$ cat config.mk
export PLATFORM = sky130hd
export DESIGN_NAME = sorted_priority_queue
export DESIGN_NICKNAME = d
export VERILOG_FILES = /design/src/sv/spq_pkg.sv /design/src/sv/spq_cell.sv /design/src/sv/sorted_priority_queue.sv
export SDC_FILE = /design/constraint.sdc
export NUM_CORES = 2
export LEC_CHECK = 0
export ABC_AREA = 1
export BUFFER_PORTS_ARGS = -buffer_cell sky130_fd_sc_hd__clkbuf_2
export CORE_MARGIN = 2
export CORE_UTILIZATION = 30
export CTS_CLUSTER_DIAMETER = 50
export DETAILED_ROUTE_END_ITERATION = 8
export GPL_TIMING_DRIVEN = 0
export PLACE_DENSITY_LB_ADDON = 0.1
export SLEW_MARGIN = 10
export SYNTH_ARGS = -nofsm -noshare
export SYNTH_HDL_FRONTEND = slang
export SYNTH_SLANG_ARGS = --single-unit
export TNS_END_PERCENT = 1
$ cat constraint.sdc
create_clock -name clk -period 8.1 [get_ports clk]
set_input_delay 0 -clock clk [delete_from_list [all_inputs] [get_ports clk]]
set_output_delay 0 -clock clk [all_outputs]
set_load 0.02 [all_outputs]
$ cat src/sv/spq_pkg.sv
package spq_pkg;

  localparam int DEPTH     = 16;
  localparam int PRIO_BITS = 16;
  localparam int DATA_BITS = 32;
  localparam int CNT_BITS  = $clog2(DEPTH + 1);

  localparam logic [1:0] CMD_PUSH  = 2'd0;
  localparam logic [1:0] CMD_POP   = 2'd1;
  localparam logic [1:0] CMD_TOP   = 2'd2;
  localparam logic [1:0] CMD_CLEAR = 2'd3;

  localparam logic [1:0] ST_OK    = 2'd0;
  localparam logic [1:0] ST_EMPTY = 2'd1;
  localparam logic [1:0] ST_FULL  = 2'd2;

  // Shift controls broadcast to every cell
  typedef struct packed {
    logic push;  // insert new entry, cells at and above the slot shift up
    logic pop;   // every cell takes its upper neighbour
  } spq_ctrl_t;

endpackage

$ cat src/sv/spq_cell.sv
module spq_cell
  import spq_pkg::*;
(
  input  logic                 clk,
  input  spq_ctrl_t            ctrl,
  input  logic                 occupied,
  input  logic [DATA_BITS-1:0] new_data,
  input  logic [PRIO_BITS-1:0] new_prio,
  input  logic                 lower_take,
  input  logic [DATA_BITS-1:0] lower_data,
  input  logic [PRIO_BITS-1:0] lower_prio,
  input  logic [DATA_BITS-1:0] upper_data,
  input  logic [PRIO_BITS-1:0] upper_prio,
  output logic                 take,
  output logic [DATA_BITS-1:0] data,
  output logic [PRIO_BITS-1:0] prio
);

  // Strictly greater keeps equal priorities in arrival order
  assign take = !occupied || (prio > new_prio);

  always_ff @(posedge clk) begin
    if (ctrl.push && take) begin
      if (lower_take) begin
        data <= lower_data;
        prio <= lower_prio;
      end else begin
        data <= new_data;
        prio <= new_prio;
      end
    end else if (ctrl.pop) begin
      data <= upper_data;
      prio <= upper_prio;
    end
  end

endmodule

$ cat src/sv/sorted_priority_queue.sv
// Sorted priority queue, smallest priority first, DEPTH entries.
// Command channel: a transfer happens on a rising edge with start high and
// busy low. busy is held low, so a command may be issued every cycle.
// command selects push (item_data, item_priority), pop, top or clear.
// Result channel: exactly one result per command, shown for one cycle with
// done high, in the cycle after the command transfer (one
// command per cycle). The receiver cannot stall; results must be taken.
// head_data/head_priority carry the head for a good pop or top, else zero.
// status: ok, empty (pop/top on an empty queue) or full (push dropped).
// occupancy is the entry count after the command.
// Storage is a row of cells; each compares the new priority with its own
// in parallel and either keeps, takes its lower neighbour, takes the new
// item (push) or takes its upper neighbour (pop).
// Reset empties the queue (count to zero) and clears done; cell contents
// are left as they are and only entries below the count are ever read.
module sorted_priority_queue
  import spq_pkg::*;
(
  input  logic                        clk,
  input  logic                        rst,
  input  logic                        start,
  output logic                        busy,
  input  logic [1:0]                  command,
  input  logic signed [DATA_BITS-1:0] item_data,
  input  logic [PRIO_BITS-1:0]        item_priority,
  output logic                        done,
  output logic signed [DATA_BITS-1:0] head_data,
  output logic [PRIO_BITS-1:0]        head_priority,
  output logic [1:0]                  status,
  output logic [CNT_BITS-1:0]         occupancy
);

  logic [CNT_BITS-1:0]  count;
  logic [CNT_BITS-1:0]  count_next;
  logic                 accept;
  logic                 full;
  logic                 empty;
  spq_ctrl_t            ctrl;

  logic                 cell_take [DEPTH];
  logic [DATA_BITS-1:0] cell_data [DEPTH];
  logic [PRIO_BITS-1:0] cell_prio [DEPTH];

  assign busy   = 1'b0;
  assign accept = start && !busy;
  assign full   = (count == CNT_BITS'(DEPTH));
  assign empty  = (count == '0);

  assign ctrl.push = accept && (command == CMD_PUSH) && !full;
  assign ctrl.pop  = accept && (command == CMD_POP) && !empty;

  // Row of cells; cell 0 is the head
  for (genvar i = 0; i < DEPTH; i++) begin : g_cell
    logic                 lo_take;
    logic [DATA_BITS-1:0] lo_data;
    logic [PRIO_BITS-1:0] lo_prio;
    logic [DATA_BITS-1:0] up_data;
    logic [PRIO_BITS-1:0] up_prio;

    if (i == 0) begin : g_first
      assign lo_take = 1'b0;
      assign lo_data = item_data;
      assign lo_prio = item_priority;
    end else begin : g_mid
      assign lo_take = cell_take[i-1];
      assign lo_data = cell_data[i-1];
      assign lo_prio = cell_prio[i-1];
    end

    if (i == DEPTH - 1) begin : g_last
      assign up_data = cell_data[i];
      assign up_prio = cell_prio[i];
    end else begin : g_inner
      assign up_data = cell_data[i+1];
      assign up_prio = cell_prio[i+1];
    end

    spq_cell u_cell (
      .clk        (clk),
      .ctrl       (ctrl),
      .occupied   (CNT_BITS'(i) < count),
      .new_data   (item_data),
      .new_prio   (item_priority),
      .lower_take (lo_take),
      .lower_data (lo_data),
      .lower_prio (lo_prio),
      .upper_data (up_data),
      .upper_prio (up_prio),
      .take       (cell_take[i]),
      .data       (cell_data[i]),
      .prio       (cell_prio[i])
    );
  end

  // Entry count update
  always_comb begin
    count_next = count;
    if (accept) begin
      case (command)
        CMD_PUSH:  if (!full)  count_next = count + 1'b1;
        CMD_POP:   if (!empty) count_next = count - 1'b1;
        CMD_CLEAR: count_next = '0;
        default:   count_next = count;
      endcase
    end
  end

  always_ff @(posedge clk) begin
    if (rst) begin
      count <= '0;
      done  <= 1'b0;
    end else begin
      count <= count_next;
      done  <= accept;
    end
  end

  // Result register; head is read before the shift lands
  always_ff @(posedge clk) begin
    if (accept) begin
      head_data     <= '0;
      head_priority <= '0;
      status        <= ST_OK;
      occupancy     <= count_next;
      if (command inside {CMD_POP, CMD_TOP}) begin
        if (empty) begin
          status <= ST_EMPTY;
        end else begin
          head_data     <= $signed(cell_data[0]);
          head_priority <= cell_prio[0];
        end
      end else if (command == CMD_PUSH && full) begin
        status <= ST_FULL;
      end
    end
  end

  // Checks
  a_occ_bound: assert property (@(posedge clk) disable iff (rst)
    done |-> occupancy <= CNT_BITS'(DEPTH))
    else $error("occupancy beyond depth");

  a_full_drop: assert property (@(posedge clk) disable iff (rst)
    accept && command == CMD_PUSH && full |=>
      done && status == ST_FULL && occupancy == CNT_BITS'(DEPTH))
    else $error("push into full queue not flagged");

  a_clear: assert property (@(posedge clk) disable iff (rst)
    accept && command == CMD_CLEAR |=> done && occupancy == '0 && count == '0)
    else $error("clear did not empty queue");

  a_empty_res: assert property (@(posedge clk) disable iff (rst)
    done && status == ST_EMPTY |-> occupancy == '0 && head_data == '0
      && head_priority == '0)
    else $error("empty result inconsistent");

endmodule

### Word level (Yosys, flattened, before mapping)

Index checks and enable logic that the tools add are counted.

* flip-flop bits (word level): 829
* bits in latches: 0
* RAM bits: 0
* memory bits (read-only): 0
* input port bits: 53
* logic and storage cells: 248
* memories: 0

* add/subtract/negate cells: 2
* $mul: 0
* divide/modulo/power cells: 0
* $lt $le $gt $ge: 32
* equality and inequality tests: 4
* shift operators: 0
* mux-type cells: 97
* bitwise logic cells: 1
* reduce and logical (&&, ||, !) cells: 74

Operators with widths (number)
* $mux W32: 45
* $mux W16: 45
* $gt A16 B16 Y1: 16
* $lt A4 B5 Y1 const A: 8
* $reduce_bool A2 Y1: 16
* $logic_and A1 B1 Y1: 21
* $lt A3 B5 Y1 const A: 4
* $logic_not A1 Y1: 18
* $logic_or A1 B1 Y1: 16
* $mux W5: 3
* $pmux W5 S3: 1
* $lt A1 B5 Y1 const A: 2
* $lt A2 B5 Y1 const A: 2
* $add A5 B1 Y5 const B: 1
* $eq A5 B5 Y1 const B: 1
* $logic_not A5 Y1: 1
* $sub A5 B1 Y5 const B: 1
* $eq A2 B2 Y1 const B: 2
* $mux W2: 2
* $eq A2 B1 Y1 const B: 1
* $logic_not A2 Y1: 1
* $reduce_or A2 Y1: 1
* $mux W1: 1
* $not A1 Y1: 1

### Depth between registers and ports, before layout

* depth after elaboration: 5
* gate-level depth with buffers: 19

### Cells and area by module

Synthesis repeated with hierarchy kept, for this count alone.

* cell total of the unflattened synthesis: 5908
* area total of the unflattened synthesis: 52705.5 um^2

By module, submodules not included
* spq_cell: instances 16, cells each 352, area each 3119.2 um^2
* sorted_priority_queue: instances 1, cells each 276, area each 2797.7 um^2

### Least setup slack after synthesis

OpenSTA, ideal clock, no wires.

* path type: input to register
* start point: input item_priority[15]
* end point: register g_cell[15].u_cell.data[0], enable pin
* library setup time: 469 ps
* arrival: 3806 ps
* data required time: 7631 ps
* path slack: 3824 ps
* stages on the path: 11
* cells stage by stage: clkbuf_1 inv_1 ha_1 nand2_1 nor2_1 nand2_1 nor3_1 nand2_1 nand2_1 nand2_1 a21oi_1

* longest elaborated chain between the ends: 3

Ends and longest elaborated chain
* start, declared: line sorted_priority_queue.sv:25 `input logic [PRIO_BITS-1:0] item_priority,`
* $gt A16 B16 Y1: line spq_cell.sv:20 `assign take = !occupied || (prio > new_prio);`
* $logic_or A1 B1 Y1: line spq_cell.sv:20
* $logic_and A1 B1 Y1: line spq_cell.sv:23 `if (ctrl.push && take) begin`
* end signal, assigned: line spq_cell.sv:25 `data <= lower_data;`
* end signal, assigned: line spq_cell.sv:28 `data <= new_data;`
* end signal, assigned: line spq_cell.sv:32 `data <= upper_data;`
* end, declared: line spq_cell.sv:15 `output logic [DATA_BITS-1:0] data,`

No other way between the ends.
A chain may end at the register's enable or synchronous reset.

### Worst setup path in the final report

* start point: input item_priority[15]
* end point: register g_cell[2].u_cell.data[8], enable pin

* longest elaborated chain between the ends: 4

Ends and longest elaborated chain (line)
* $gt A16 B16 Y1: spq_cell.sv:20
* $logic_or A1 B1 Y1: spq_cell.sv:20
* $logic_and A1 B1 Y1: spq_cell.sv:23
* $reduce_bool A2 Y1 (no line)
* end signal, assigned: spq_cell.sv:25
* end signal, assigned: spq_cell.sv:28
* end signal, assigned: spq_cell.sv:32
* end, declared: spq_cell.sv:15

No other way between the ends.

==> metrics.csv <==
stage;metric;value;unit
placement;hpwl;143;mm
die;die_h;416;um
timing;worst_slew_pin_slew;1.25;ns
worst_setup_path;end_kind;flip-flop;
clock_network;cts-buffers-inserted;139;
die;die_x;416;um
timing;slew_violations;0;
clock_network;cts_tree;done;
clock_network;ctsRootBufferMaster;clkbuf_16;
worst_setup_path;start_kind;input port;
cells_and_area;final_area;0.0599;sq mm
timing;slew_headroom;0.168;
cells_and_area;syn2layout_area_growth;17.6;%
pwr;irDropWorstVdd;0.164;mV
yosys;ys_seq_area_frac;0.487;
route;wl_per_cell;18.7;um
worst_setup_path;rr_startpoint;count[0]$_SDFF_PP0_;
pwr;p_per_area;217;mW/mm^2
route;drtIter0Drc;3358;
route;via_count;42400;
yosys;netlist.top_cell.by_area;edfxtp_1;
die;io_pins;110;
cells_and_area;layout.cells.non_filler;9340;
timing;setup_viol;0;
die;fp.dieArea;0.173;sq mm
placement;post-place-ws;2.73;ns
yosys;syn_area;0.0510;sq mm
min_path;min-delay-start;start;
global_routing;globalRoute.busiestLayer;met2;
yosys;synth_cell_types;33;
cells_and_area;fin_nets;7317;
die;rows;151;
global_routing;grt_util_all_layers;0.200;
global_routing;met2_usage;0.329;
placement;port_buffers;108;
timing;worst_slack;2.91;ns
global_routing;grt_pass1_vias;42300;
yosys;avgSynthCellArea;7.63;sq um
clock_network;clock_path_buffers;3;
yosys;ys_top_cells_by_count;nand2_1 (3785), edfxtp_1 (823), nand3_1 (707);
yosys;synth_top_area_share;0.485;
route;drcViolationCount;0;
global_routing;antenna_found_initial;14;
timing;period_needed;5.19;ns
min_path;min-delay-path-class;in2reg;
die;core;0.169;sq mm
clock_network;clkSinkCount;829;
timing;grt_setup_unrepaired;no;
yosys;syn-num-nets;6995;
global_routing;grt-ovfl-total;0;
timing;worst_hold_slack;0.153;ns
yosys;async_reset_ff_frac;0;
route;wirelength;175;mm
global_routing;grt_max_degree;50;
status;outcome;completed;
clock_network;cts_post_setup_buffers_inserted;0;
worst_setup_path;required;8.60;ns
placement;place_inst;9022;
placement;place_area;0.0547;sq mm
yosys;yosysWarnings;0;
placement;gp_congestion;0.846;
yosys;netlist_top_cells_area;edfxtp_1 (48%), nand2_1 (28%), nand3_1 (6.9%), ha_1 (6.4%), clkbuf_1 (1.5%);
route;drt_first_pass_iters;6;
worst_setup_path;path_class;in2reg;
timing;min_period_over_period;0.640;
timing;setup_tns;0;ns
worst_setup_path;startpoint;item_priority[15];
yosys;synth-seq-cells;829;
yosys;synth_edf_count;823;
pwr;p_leak;28.5;nW
cells_and_area;fin_util;0.354;
yosys;synth_cells;6680;
pwr;total_power;13.0;mW
route;ant_nets;0;
global_routing;use_met1;0.271;
yosys;synth_most_common_cell;nand2_1;
job;cap_violations;0;
clock_network;htreeDepth;4;
worst_setup_path;worstPathArrival;5.69;ns
route;via_per_inst;4.54;
die;initial_core_util;0.301;
timing;skew;0.0235;ns
clock_network;cts-resized-gates;0;
timing;hold_violations;0;
clock_network;clk_latency;0.77;ns
global_routing;met3_usage;0.0268;
yosys;synth_ff_type;edfxtp_1;
cells_and_area;drive_above_1_share;0.0838;
timing;fmax;193;MHz
clock_network;cts.reportedPaths.clkPinSlew;0.05;ns
worst_setup_path;worstPathMaxFanout;34;
global_routing;grt_pass1_wl;263;mm
==> sequential cells by signal (all words and copies together), names as in the netlist <==
register	flops
occupancy	5
g_cell.u_cell.prio	256
status	2
head_priority	16
count	5
done	1
g_cell.u_cell.data	512
head_data	32
==> repair_timing <==
item,in CTS,in global routing
hold endpoints to repair,301,0
hold buffers,57,0
endpoints found under the setup margin,0,0
==> layer usage <==
layer  wire (um)  vias up
li1            -    22400
met2       80100     1023
met1       81000    18800
met4        4730        0
met3        8760      225
met5           0        -
==> power breakdown <==
group / switching (mW) / internal, mW
sequential: 0.154 / 5.03
clock: 2.22 / 3.80
combinational: 1.27 / 0.541
total: 3.65 / 9.37
==> kinds of logic (layout without fill, tap and decap cells) <==
family,Yosys count,in the layout,synth area share
buf+inv,651,1084,0.0567
other cells,1,10,0.0000736
flops,829,829,0.487
xor+xnor,3,3,0.000516
fa+ha+maj,262,262,0.0643
simple gates,4679,4679,0.364
compound gates,255,255,0.0267
==> cell type report <==
cell class | count | area [sq um]
antenna | 9 | 22.5
clock buffer | 169 | 3780
inverter | 222 | 838
tap | 2218 | 2780
timing repair buffer | 181 | 1460
clock inverter | 83 | 868
multi-input combinational | 5200 | 23300
sequential | 829 | 24800
fill | 18100 | 109000
buffer | 429 | 2050
==> critical path: stages <==
cell and delay (ns):
dlygate4sd3_1 0.56, clkbuf_2 0.22, clkbuf_1 0.71, inv_1 0.72, ha_1 0.54, nand2_1 0.08
nor3_1 0.40, nand3_1 0.12, nand2_1 0.36, nand2_1 0.26, nand2_1 0.34, buf_2 0.38
buf_2 0.29, nand2_2 0.30, buf_12 0.34
==> path summary, 6_finish.rpt <==
check / endpoint / slack, ns / depth (start not counted)
worst max-delay path: g_cell[2].u_cell.data[8]$_DFFE_PP_ / 2.91 / 15
worst min-delay path: head_priority[13]$_SDFFCE_PP0P_ / 0.15 / 2
worst min register to register: g_cell[14].u_cell.data[2]$_DFFE_PP_ / 0.54 / 2
worst max register to register: g_cell[10].u_cell.data[7]$_DFFE_PP_ / 3.99 / 11
==> placed cells by master (no fill, tap or decap), types with 15 or more instances in the layout <==
cell	n
o21ai_0	122
clkinv_1	17
bufinv_16	15
buf_1	24
clkbuf_2	107
clkinv_2	22
a21oi_1	102
dlygate4sd3_1	57
nand3_1	707
nand4_1	16
inv_2	20
clkbuf_1	226
edfxtp_1	823
buf_4	51
clkbuf_16	148
buf_2	139
nand2_2	22
nor2_1	149
inv_1	200
nand2_1	3770
ha_1	262
No activity file was read; power rests on OpenSTA's default activity.
